## src/rtl/hamcf_pkg.sv

```systemverilog
package hamcf_pkg;

	localparam int ACTION_W = 2;
	localparam int FIELD_W  = 8;
	localparam int NUM_DATA = 4;
	localparam int IDX_W    = 4;

	localparam logic [ACTION_W-1:0] ACT_SPEED  = 2'd0;
	localparam logic [ACTION_W-1:0] ACT_ADDR   = 2'd1;
	localparam logic [ACTION_W-1:0] ACT_STATUS = 2'd2;
	localparam logic [ACTION_W-1:0] ACT_UNUSED = 2'd3;

	localparam logic [7:0] CH_START       = 8'h24;
	localparam logic [7:0] CH_END         = 8'h21;
	localparam logic [7:0] CH_DIGIT_OFS   = 8'h30;
	localparam logic [7:0] CH_LETTER_OFS  = 8'h37;
	localparam logic [7:0] OPC_ADDR_CHG   = 8'h0B;
	localparam logic [7:0] SPEED_PAD      = 8'h00;

	localparam logic [IDX_W-1:0] LAST_IDX_LONG  = 4'd9;
	localparam logic [IDX_W-1:0] LAST_IDX_SHORT = 4'd5;

	// four data bytes, sent as two hex digits each; short frames use two
	typedef struct packed {
		logic                            long_frame;
		logic [NUM_DATA-1:0][FIELD_W-1:0] data;
	} frame_desc_t;

	function automatic logic [7:0] hex_digit(input logic [3:0] nib);
		logic [7:0] ext;
		ext = {4'h0, nib};
		return (nib >= 4'd10) ? ext + CH_LETTER_OFS : ext + CH_DIGIT_OFS;
	endfunction

endpackage

```

## src/rtl/hamcf_cmd_if.sv

```systemverilog
interface hamcf_cmd_if
	import hamcf_pkg::*;
();
	logic                valid;
	logic                ready;
	logic [ACTION_W-1:0] action;
	logic [FIELD_W-1:0]  address;
	logic [FIELD_W-1:0]  value;

	modport source (output valid, action, address, value, input ready);
	modport sink (input valid, action, address, value, output ready);
endinterface

```

## src/rtl/hamcf_byte_if.sv

```systemverilog
interface hamcf_byte_if
	import hamcf_pkg::*;
();
	logic               valid;
	logic               ready;
	logic [FIELD_W-1:0] tx_byte;
	logic               last;

	modport source (output valid, tx_byte, last, input ready);
	modport sink (input valid, tx_byte, last, output ready);
endinterface

```

## src/rtl/hex_ascii_motor_command_framer.sv

```systemverilog
// Turns each command word (set speed, change address, request status) into a motor-controller
// frame sent one ASCII word per cycle while the receiver is ready: '$', data bytes as two
// uppercase hex digits, then '!' with last set. Set-speed and change-address frames are 10
// bytes, status requests 6; the output byte is registered and frames follow with no gap.
// Unused action code 3 is accepted and yields no output. A two-entry queue sits between the
// command stage and the byte sequencer, so commands are accepted while a frame drains, until full.
module hex_ascii_motor_command_framer
	import hamcf_pkg::*;
(
	input  logic         clk,
	input  logic         arst_n,
	hamcf_cmd_if.sink    cmd,
	hamcf_byte_if.source frame
);

	logic        fq_valid;
	logic        fq_ready;
	frame_desc_t fq_data;
	logic        bq_valid;
	logic        bq_ready;
	frame_desc_t bq_data;

	hamcf_front u_front (
		.clk       (clk),
		.arst_n    (arst_n),
		.cmd       (cmd),
		.push_valid(fq_valid),
		.push_ready(fq_ready),
		.push_data (fq_data)
	);

	hamcf_queue u_queue (
		.clk       (clk),
		.arst_n    (arst_n),
		.push_valid(fq_valid),
		.push_ready(fq_ready),
		.push_data (fq_data),
		.pop_valid (bq_valid),
		.pop_ready (bq_ready),
		.pop_data  (bq_data)
	);

	hamcf_back u_back (
		.clk      (clk),
		.arst_n   (arst_n),
		.pop_valid(bq_valid),
		.pop_ready(bq_ready),
		.pop_data (bq_data),
		.frame    (frame)
	);

endmodule

```

## src/rtl/hamcf_front.sv

```systemverilog
module hamcf_front
	import hamcf_pkg::*;
(
	input  logic          clk,
	input  logic          arst_n,
	hamcf_cmd_if.sink     cmd,
	output logic          push_valid,
	input  logic          push_ready,
	output frame_desc_t   push_data
);

	logic        valid_s1;
	frame_desc_t desc_s1;
	frame_desc_t desc_d;
	logic        accept;
	logic [FIELD_W-1:0] csum;

	assign cmd.ready  = !valid_s1 || push_ready;
	assign accept     = cmd.valid && cmd.ready;
	assign push_valid = valid_s1;
	assign push_data  = desc_s1;
	assign csum       = cmd.address + cmd.value;

	always_comb begin
		desc_d = '0;
		desc_d.data[0] = cmd.address;
		unique case (cmd.action)
			ACT_SPEED: begin
				desc_d.long_frame = 1'b1;
				desc_d.data[1] = cmd.value;
				desc_d.data[2] = SPEED_PAD;
				desc_d.data[3] = csum;
			end
			ACT_ADDR: begin
				desc_d.long_frame = 1'b1;
				desc_d.data[1] = OPC_ADDR_CHG;
				desc_d.data[2] = cmd.value;
				desc_d.data[3] = cmd.value;
			end
			ACT_STATUS: begin
				desc_d.long_frame = 1'b0;
				desc_d.data[1] = cmd.address;
			end
			default: begin
				desc_d.long_frame = 1'b0;
			end
		endcase
	end

	// unused action code is taken and dropped
	always_ff @(posedge clk or negedge arst_n) begin
		if (!arst_n) begin
			valid_s1 <= 1'b0;
		end else if (accept) begin
			valid_s1 <= (cmd.action != ACT_UNUSED);
		end else if (push_ready) begin
			valid_s1 <= 1'b0;
		end
	end

	always_ff @(posedge clk) begin
		if (accept) begin
			desc_s1 <= desc_d;
		end
	end

endmodule

```

## src/rtl/hamcf_queue.sv

```systemverilog
module hamcf_queue
	import hamcf_pkg::*;
(
	input  logic        clk,
	input  logic        arst_n,
	input  logic        push_valid,
	output logic        push_ready,
	input  frame_desc_t push_data,
	output logic        pop_valid,
	input  logic        pop_ready,
	output frame_desc_t pop_data
);

	frame_desc_t mem_q [2];
	logic        wr_ptr_q;
	logic        rd_ptr_q;
	logic [1:0]  count_q;
	logic        push;
	logic        pop;

	assign push_ready = (count_q != 2'd2);
	assign pop_valid  = (count_q != 2'd0);
	assign pop_data   = mem_q[rd_ptr_q];
	assign push       = push_valid && push_ready;
	assign pop        = pop_valid && pop_ready;

	always_ff @(posedge clk or negedge arst_n) begin
		if (!arst_n) begin
			wr_ptr_q <= 1'b0;
			rd_ptr_q <= 1'b0;
			count_q  <= 2'd0;
		end else begin
			if (push) begin
				wr_ptr_q <= !wr_ptr_q;
			end
			if (pop) begin
				rd_ptr_q <= !rd_ptr_q;
			end
			unique case ({push, pop})
				2'b10:   count_q <= count_q + 2'd1;
				2'b01:   count_q <= count_q - 2'd1;
				default: count_q <= count_q;
			endcase
		end
	end

	always_ff @(posedge clk) begin
		if (push) begin
			mem_q[wr_ptr_q] <= push_data;
		end
	end

endmodule

```

## src/rtl/hamcf_back.sv

```systemverilog
module hamcf_back
	import hamcf_pkg::*;
(
	input  logic        clk,
	input  logic        arst_n,
	input  logic        pop_valid,
	output logic        pop_ready,
	input  frame_desc_t pop_data,
	hamcf_byte_if.source frame
);

	frame_desc_t      cur_q;
	logic             busy_q;
	logic [IDX_W-1:0] idx_q;
	logic             out_valid_q;
	logic [7:0]       tx_q;
	logic             last_q;

	logic             can_adv;
	logic [IDX_W-1:0] idx_m1;
	logic [IDX_W-1:0] last_idx;
	logic             emit_last;
	logic [7:0]       cur_byte;
	logic [3:0]       nib;
	logic [7:0]       emit_byte;
	logic             load;

	assign can_adv   = !out_valid_q || frame.ready;
	assign load      = can_adv && !busy_q && pop_valid;
	assign pop_ready = can_adv && !busy_q;

	assign idx_m1    = idx_q - 4'd1;
	assign last_idx  = cur_q.long_frame ? LAST_IDX_LONG : LAST_IDX_SHORT;
	assign emit_last = (idx_q == last_idx);
	// position 1 onward: two digits per data byte, high nibble first
	assign cur_byte  = cur_q.data[idx_m1[2:1]];
	assign nib       = idx_m1[0] ? cur_byte[3:0] : cur_byte[7:4];
	assign emit_byte = emit_last ? CH_END : hex_digit(nib);

	assign frame.valid   = out_valid_q;
	assign frame.tx_byte = tx_q;
	assign frame.last    = last_q;

	always_ff @(posedge clk or negedge arst_n) begin
		if (!arst_n) begin
			busy_q      <= 1'b0;
			idx_q       <= '0;
			out_valid_q <= 1'b0;
		end else if (can_adv) begin
			if (busy_q) begin
				out_valid_q <= 1'b1;
				idx_q       <= idx_q + 4'd1;
				if (emit_last) begin
					busy_q <= 1'b0;
				end
			end else if (pop_valid) begin
				// the start mark is registered at the same edge the frame is loaded
				out_valid_q <= 1'b1;
				busy_q      <= 1'b1;
				idx_q       <= 4'd1;
			end else begin
				out_valid_q <= 1'b0;
			end
		end
	end

	always_ff @(posedge clk) begin
		if (load) begin
			cur_q <= pop_data;
		end
		if (can_adv) begin
			if (busy_q) begin
				tx_q   <= emit_byte;
				last_q <= emit_last;
			end else begin
				tx_q   <= CH_START;
				last_q <= 1'b0;
			end
		end
	end

endmodule

```

## src/flat_wrapper.sv

```systemverilog
// flat-port wrapper written by rule: the top's interface ports become plain ports
module hex_ascii_motor_command_framer_flat import hamcf_pkg::*;
  (clk, arst_n, cmd_valid, cmd_action, cmd_address, cmd_value, cmd_ready, frame_valid, frame_tx_byte, frame_last, frame_ready);
  hamcf_cmd_if cmd_i ();
  hamcf_byte_if frame_i ();
  input  logic clk;
  input  logic arst_n;
  input wire logic [$bits(cmd_i.valid)-1:0] cmd_valid;
  input wire logic [$bits(cmd_i.action)-1:0] cmd_action;
  input wire logic [$bits(cmd_i.address)-1:0] cmd_address;
  input wire logic [$bits(cmd_i.value)-1:0] cmd_value;
  output wire logic [$bits(cmd_i.ready)-1:0] cmd_ready;
  output wire logic [$bits(frame_i.valid)-1:0] frame_valid;
  output wire logic [$bits(frame_i.tx_byte)-1:0] frame_tx_byte;
  output wire logic [$bits(frame_i.last)-1:0] frame_last;
  input wire logic [$bits(frame_i.ready)-1:0] frame_ready;
  assign cmd_i.valid = cmd_valid;
  assign cmd_i.action = cmd_action;
  assign cmd_i.address = cmd_address;
  assign cmd_i.value = cmd_value;
  assign cmd_ready = cmd_i.ready;
  assign frame_valid = frame_i.valid;
  assign frame_tx_byte = frame_i.tx_byte;
  assign frame_last = frame_i.last;
  assign frame_i.ready = frame_ready;
  hex_ascii_motor_command_framer u_core (.clk(clk), .arst_n(arst_n), .cmd(cmd_i), .frame(frame_i));
endmodule
```

## config.mk

```make
export PLATFORM = sky130hd
export DESIGN_NAME = hex_ascii_motor_command_framer_flat
export DESIGN_NICKNAME = d
export VERILOG_FILES = /design/src/rtl/hamcf_pkg.sv /design/src/rtl/hamcf_cmd_if.sv /design/src/rtl/hamcf_byte_if.sv /design/src/rtl/hex_ascii_motor_command_framer.sv /design/src/rtl/hamcf_front.sv /design/src/rtl/hamcf_queue.sv /design/src/rtl/hamcf_back.sv /design/src/flat_wrapper.sv
export SDC_FILE = /design/constraint.sdc
export NUM_CORES = 1
export LEC_CHECK = 0
export BUFFER_PORTS_ARGS = -buffer_cell sky130_fd_sc_hd__buf_4
export CAP_MARGIN = 20
export CORE_UTILIZATION = 50
export CTS_CLUSTER_DIAMETER = 120
export DETAILED_ROUTE_END_ITERATION = 12
export PLACE_DENSITY = 0.76
export RECOVER_POWER = 50
export SYNTH_ARGS = -nofsm -noshare
export SYNTH_HDL_FRONTEND = slang
export SYNTH_SLANG_ARGS = --single-unit
```

## constraint.sdc

```tcl
create_clock -name clk -period 4.3 [get_ports clk]
set_input_delay 0.86 -clock clk [delete_from_list [all_inputs] [get_ports clk]]
set_output_delay 0.86 -clock clk [all_outputs]
set_load 0.005 [all_outputs]
```

==> impl_metrics.env, run 1 <==
export IMPL_outcome="complete, but fails checks"
export IMPL_violations="max-capacitance violations, max-slew violations"
export IMPL_cts_resized_gates=0
export IMPL_rsz0062_at_grt="false"
export IMPL_arrival_ns=3.51
export IMPL_nFillCells=894
export IMPL_rows=40
export IMPL_gp_congestion=0.764
export IMPL_nets=444
export IMPL_h_tree_depth=4
export IMPL_cts_tree="built"
export IMPL_worst_pin_slew_ns=1.91
export IMPL_synth_area_leaders="edfxtp_1 68%, mux2_2 6.9%, dfrtp_1 4.4%"
export IMPL_r2r_setup_slack_ns=0.93
export IMPL_drc_errors=0
export IMPL_synthesis_area_um2=6210
export IMPL_yosysWarnings=0
export IMPL_antenna_left=0
export IMPL_cts_buffers=17
export IMPL_synthesis_instances=366
export IMPL_cts_hold_fix_buffers=0
export IMPL_drtIter0Drc=170
export IMPL_die_w_um=113
export IMPL_grt_pass1_wl_mm=15.9
export IMPL_synth_commonest_cells="140 x edfxtp_1, 38 x mux2_2, 26 x nor2_1, 13 x ha_1"
export IMPL_setup_slack_ns=0.933
export IMPL_design_core_area_um2=12100
export IMPL_post_route_min_period_ns=3.37
export IMPL_startpoint_type="flip-flop"
export IMPL_gr_total_overflow=0
export IMPL_cts_max_path_buffers=2
export IMPL_first_pass_iters=4
export IMPL_wl_per_cell_um=16.6
export IMPL_synthArstFlopShare_pct=7.28
export IMPL_min_path_type="in -> async"
export IMPL_clk_pin_slew_ns=0.06
export IMPL_port_buffers=31
export IMPL_synth_edf_count=140
export IMPL_skew_ns=0.0195
export IMPL_relSlewSlack_pct=-27.5
export IMPL_track_usage_pct=17.0
export IMPL_synth_fp_nets=402
export IMPL_final_hold_violation_count=0
export IMPL_drive_gt1_share_pct=24.2
export IMPL_syn_area_per_cell_um2=17.0
export IMPL_dp_cells=557
export IMPL_insertion_delay_ns=0.42
export IMPL_stdcell_count=589
export IMPL_leakagePower_nw=2.58
export IMPL_area_growth_pct=15.8
export IMPL_max_freq_mhz=297
export IMPL_cpMaxStageDelayCell="dfrtp_1"
export IMPL_netlist_area_leader_share_pct=67.7
export IMPL_setup_violations=0
export IMPL_rr_worst_depth=10
export IMPL_cpPeakStageDelay_ns=0.74
export IMPL_final_setup_tns_ns=0
export IMPL_vias=2984
export IMPL_synth_top_area_cell="edfxtp_1"
export IMPL_post_route_period_util_pct=78.3
export IMPL_die_area_um2=12900
export IMPL_n_antenna_cell=0
export IMPL_cap_violations=2
export IMPL_ys_types=49
export IMPL_slew_viol_final=69
export IMPL_routed_wl_mm=9.78
export IMPL_crit_chain="inv_1 > ha_1 > xor2_4 > mux4_1 > mux2i_2 > ha_1 > inv_1 > a211oi_2 > xnor2_1 > o21ai_1"
export IMPL_cts_root_buf="clkbuf_16"
export IMPL_peakVddDrop_mv=0.321
export IMPL_cp_required_ns=4.44
export IMPL_grt_max_degree=36
export IMPL_total_power_w=0.00522
export IMPL_cts_setup_buffers=0
export IMPL_crit_path_max_fanout=16
export IMPL_synth_most_common_cell="edfxtp_1"
export IMPL_critPathKind="reg -> reg"
export IMPL_critPathCaptureType="flip-flop"
export IMPL_ys_seq_area_share_pct=72.1
export IMPL_die_h_um=113
export IMPL_start_util_pct=51.5
export IMPL_pin_count=33
export IMPL_hpwl_mm=6.34
export IMPL_grt_antenna_before_repair=0
export IMPL_whs_ns=0.436
export IMPL_vias_per_cell=5.07
export IMPL_grt_pass1_vias=3126
export IMPL_clkSinkCount=151
export IMPL_regToRegEndpoint="u_core.u_back.frame.tx_byte[2]"
export IMPL_synth_seq_cells=151
export IMPL_r2r_start="u_core.u_back.idx_q[0]"
export IMPL_power_density_nw_per_um2=726
export IMPL_ys_flop_type="edfxtp_1"
export IMPL_dp_slack_ns=0.939
power by group:
group / switching (W) / internal, W
combinational: 0.000753 / 0.000680
sequential: 0.000178 / 0.00213
clock: 0.000570 / 0.000914
total: 0.00150 / 0.00372
registers in the layout, indices dropped and copies added, names as in the netlist, 2 cells and up:
register                     count
u_core.u_back.cur_q             33
u_core.u_back.frame.tx_byte      7
u_core.u_back.idx_q              4
u_core.u_front.push_data        33
u_core.u_queue.count_q           2
u_core.u_queue.mem_q            66
worst max path at each step:
stage / from / end / depth (start not counted) / slack (ns)
detailed placement: u_core.u_back.idx_q[0] / u_core.u_back.frame.tx_byte[2] / 10 / 0.94
finish: u_core.u_back.idx_q[0] / u_core.u_back.frame.tx_byte[2] / 10 / 0.93
global route: u_core.u_back.idx_q[0] / u_core.u_back.frame.tx_byte[2] / 10 / 0.68
global placement: u_core.u_back.idx_q[0] / u_core.u_back.frame.tx_byte[2] / 10 / 1.07
CTS: u_core.u_back.idx_q[0] / u_core.u_back.frame.tx_byte[2] / 10 / 0.92
floorplan: frame_ready / u_core.u_queue.count_q[1] / 7 / 0.41
routing by layer:
layer / vias to the layer above / global-route usage [%] / part of all wire, %
li1: 1462 / - / -
met1: 1455 / 20.9 / 44
met2: 63 / 28.5 / 52
met3: 4 / 4.68 / 3.2
met4: 0 / 7.28 / 0.95
met5: - / 0 / 0
through the flow:
step	area [um^2]	utilization [%]
after detailed placement	6640	55.0
after global placement	6640	55.0
after floorplan	6210	-
after global routing	7190	59.6
after CTS	7240	60.0
final	7190	59.6
critical path, delay by kind of cell (launching register included):
family	cells	cell delay, ns
muxes	2	0.87
xor gates and xnor gates	2	0.42
DFF	1	0.74
AOI/OAI and AO/OA	2	0.27
buffers and inverters	2	0.27
adders and majority gates	2	0.53
placed cells by master, fill, tap and decap left out, drive strengths merged, types with 3 or more instances in the layout:
cell type  count
a21oi         11
nand2b         3
nor2b          3
mux2          41
xnor2         10
inv           14
mux4           6
edfxtp       140
bufinv         3
dfrtp         11
nor3           4
clkinv         5
o21ai         10
and2          10
clkbuf        30
nor2          27
xor2           4
nand2         10
ha            13
clkinvlp       4
a21o           6
buf           23
mux2i          9
nand3          4
area by class of cell:
type,count,area (um^2),share of cell area (%)
Clock buffer,17,425,5.91
Multi-Input combinational cell,191,1640,22.7
Timing Repair Buffer,36,225,3.13
Inverter,11,41.3,0.574
Clock inverter,15,178,2.47
Sequential cell,151,4480,62.3
Tap cell,168,210,2.92
cell families after synthesis:
logic type      Yosys count  share of synthesized area, %
xor+xnor                 14                          2.28
fa+ha+maj                14                          2.94
flops                   151                          72.1
buf+inv                  24                          1.63
simple gates             67                          5.28
compound gates           39                          4.13
other cells               1                        0.0604
mux                      56                          11.6
Power figures use the tool's default switching activity.
==> run 2: changes to the inputs <==
- clock period: 4.3 -> 3.2 ns (I/O delays scaled with it)
==> run 2 against run 1 <==
Critical path type unchanged. Non-clock buffer count up 3. Via count up 0.77%. Hold slack worse by 0.22 ns. Worst setup slack worse by 0.63 ns. Sequential share of layout area about the same. Maximum frequency up 16%. Clock skew down 0.0082 ns. Power up 33%. Critical endpoint unchanged. The run still ends with max-capacitance violations, max-slew violations left. Largest power group unchanged.
==> impl_metrics.env, run 2 (synthesized netlist as in run 1, its figures left out) <==
export IMPL_outcome="complete, but fails checks"
export IMPL_violations="max-capacitance violations, max-slew violations"
export IMPL_die_h_um=113
export IMPL_min_path_type="in -> async"
export IMPL_dp_cells=560
export IMPL_drc_errors=0
export IMPL_antenna_left=0
export IMPL_final_setup_tns_ns=0
export IMPL_critPathCaptureType="flip-flop"
export IMPL_dp_slack_ns=0.314
export IMPL_wl_per_cell_um=15.3
export IMPL_setup_violations=0
export IMPL_grt_pass1_vias=3104
export IMPL_max_freq_mhz=345
export IMPL_slew_viol_final=34
export IMPL_post_route_period_util_pct=90.6
export IMPL_final_cell_mix="140 x edfxtp_1, 38 x mux2_2, 24 x nor2_1"
export IMPL_cts_resized_gates=0
export IMPL_routed_wl_mm=9.05
export IMPL_drtIter0Drc=129
export IMPL_gr_usage_met3_pct=4.68
export IMPL_rr_worst_depth=10
export IMPL_r2r_start="u_core.u_back.idx_q[1]"
export IMPL_worstSetupEndpoint="u_core.u_back.frame.tx_byte[2]"
export IMPL_largest_register_ffs=66
export IMPL_grt_antenna_before_repair=0
export IMPL_worst_pin_slew_ns=1.90
export IMPL_area_growth_pct=15.8
export IMPL_use_met2_pct=26.8
export IMPL_stdcell_count=591
export IMPL_die_w_um=113
export IMPL_skew_ns=0.0113
export IMPL_cp_required_ns=3.34
export IMPL_cts_max_path_buffers=2
export IMPL_startpoint_type="flip-flop"
export IMPL_power_density_nw_per_um2=963
export IMPL_arrival_ns=3.04
export IMPL_gp_congestion=0.768
export IMPL_critPathKind="reg -> reg"
export IMPL_setup_slack_ns=0.300
export IMPL_post_route_min_period_ns=2.90
export IMPL_cts_hold_fix_buffers=0
export IMPL_cap_violations=1
export IMPL_die_area_um2=12900
export IMPL_rsz0062_at_grt="false"
export IMPL_final_hold_violation_count=0
export IMPL_clkSinkCount=151
export IMPL_grt_most_used_layer="met2"
export IMPL_startpoint="u_core.u_back.idx_q[1]"
export IMPL_n_antenna_cell=0
export IMPL_design_core_area_um2=12100
export IMPL_track_usage_pct=15.9
export IMPL_rows=40
export IMPL_cts_root_buf="clkbuf_16"
export IMPL_relSlewSlack_pct=-26.4
export IMPL_port_buffers=31
export IMPL_crit_path_max_fanout=4
export IMPL_clk_pin_slew_ns=0.06
export IMPL_leakagePower_nw=2.59
export IMPL_r2r_setup_slack_ns=0.30
export IMPL_cts_buffers=17
export IMPL_nets=447
export IMPL_h_tree_depth=4
export IMPL_vias_per_cell=5.09
export IMPL_start_util_pct=51.5
export IMPL_cts_tree="built"
export IMPL_first_pass_iters=4
export IMPL_grt_pass1_wl_mm=15.1
export IMPL_use_met1_pct=19.0
export IMPL_regToRegEndpoint="u_core.u_back.frame.tx_byte[2]"
export IMPL_insertion_delay_ns=0.41
export IMPL_final_common_cell="edfxtp_1"
export IMPL_vias=3007
export IMPL_grt_max_degree=36
export IMPL_hpwl_mm=6.00
export IMPL_cts_setup_buffers=0
export IMPL_drive_gt1_share_pct=25.8
export IMPL_gr_total_overflow=0
export IMPL_pin_count=33
export IMPL_peakVddDrop_mv=0.417
export IMPL_top_register="u_core.u_queue.mem_q"
[run 2: cell count changes in the layout (fill, tap and decap cells not counted), moves of 2 or more]
cell / previous run / this run
mux2_1: 8 / 3
mux2_2: 33 / 38
clkinvlp_4: 4 / 1
clkbuf_4: 1 / 9
buf_4: 23 / 18
clkinv_4: 2 / 4
[run 2: worst min path at each step]
stage | depth (start not counted) | end | slack (ns) | startpoint
after global placement | 0 | u_core.u_queue.mem_q[0][19] | 0.43 | u_core.u_front.push_data[19]
after global routing | 1 | u_core.u_back.idx_q[2] | 0.24 | arst_n
after CTS | 1 | u_core.u_back.idx_q[2] | 0.05 | arst_n
final | 1 | u_core.u_back.frame.valid | 0.21 | arst_n
after detailed placement | 0 | u_core.u_queue.mem_q[1][9] | 0.43 | u_core.u_front.push_data[9]
after floorplan | 0 | u_core.u_back.busy_q | 0.34 | arst_n
[run 2: per-stage QoR]
step | hold WS [ns] | utilization, % | cell area, um^2 | power (W)
4_1_cts | 0.0451 | 60.0 | 7240 | 0.00700
2_1_floorplan | 0.344 | - | 6210 | 0.00457
3_3_place_gp | 0.427 | 55.2 | 6660 | 0.00498
6_report | 0.212 | 59.6 | 7190 | 0.00692
5_1_grt | 0.245 | 59.6 | 7190 | 0.00731
3_5_place_dp | 0.434 | 55.2 | 6660 | 0.00507
[run 2: layout make-up]
| type | count | area (um^2) |
|---|---|---|
| fillers | 908 | 4870 |
| flip-flops and latches | 151 | 4480 |
| multi-input cells | 191 | 1640 |
| clock buffers | 17 | 425 |
| repair buffers | 39 | 248 |
| well taps | 168 | 210 |
| clock inverters | 14 | 151 |
| inverters | 11 | 41.3 |
[run 2: worst max-delay path, stage by stage (launching register included)]
cell and delay (ns):
dfrtp_1 0.40, inv_1 0.11, ha_1 0.30, xor2_4 0.25
mux4_1 0.59, mux2i_2 0.28, ha_1 0.21, inv_1 0.08
a211oi_2 0.20, xnor2_1 0.15, o21ai_1 0.07
[run 2: power breakdown]
group          internal [W]  total (W)  switching, W
Combinational      0.000928    0.00192      0.000989
Sequential          0.00285    0.00309      0.000239
Clock               0.00115    0.00191      0.000762
Total               0.00493    0.00692       0.00199
[run 2: routing by layer]
metal	vias to the layer above	part of all wire (%)
li1	1464	-
met1	1476	46
met2	54	50
met3	13	3.1
met4	0	1.5
met5	-	0
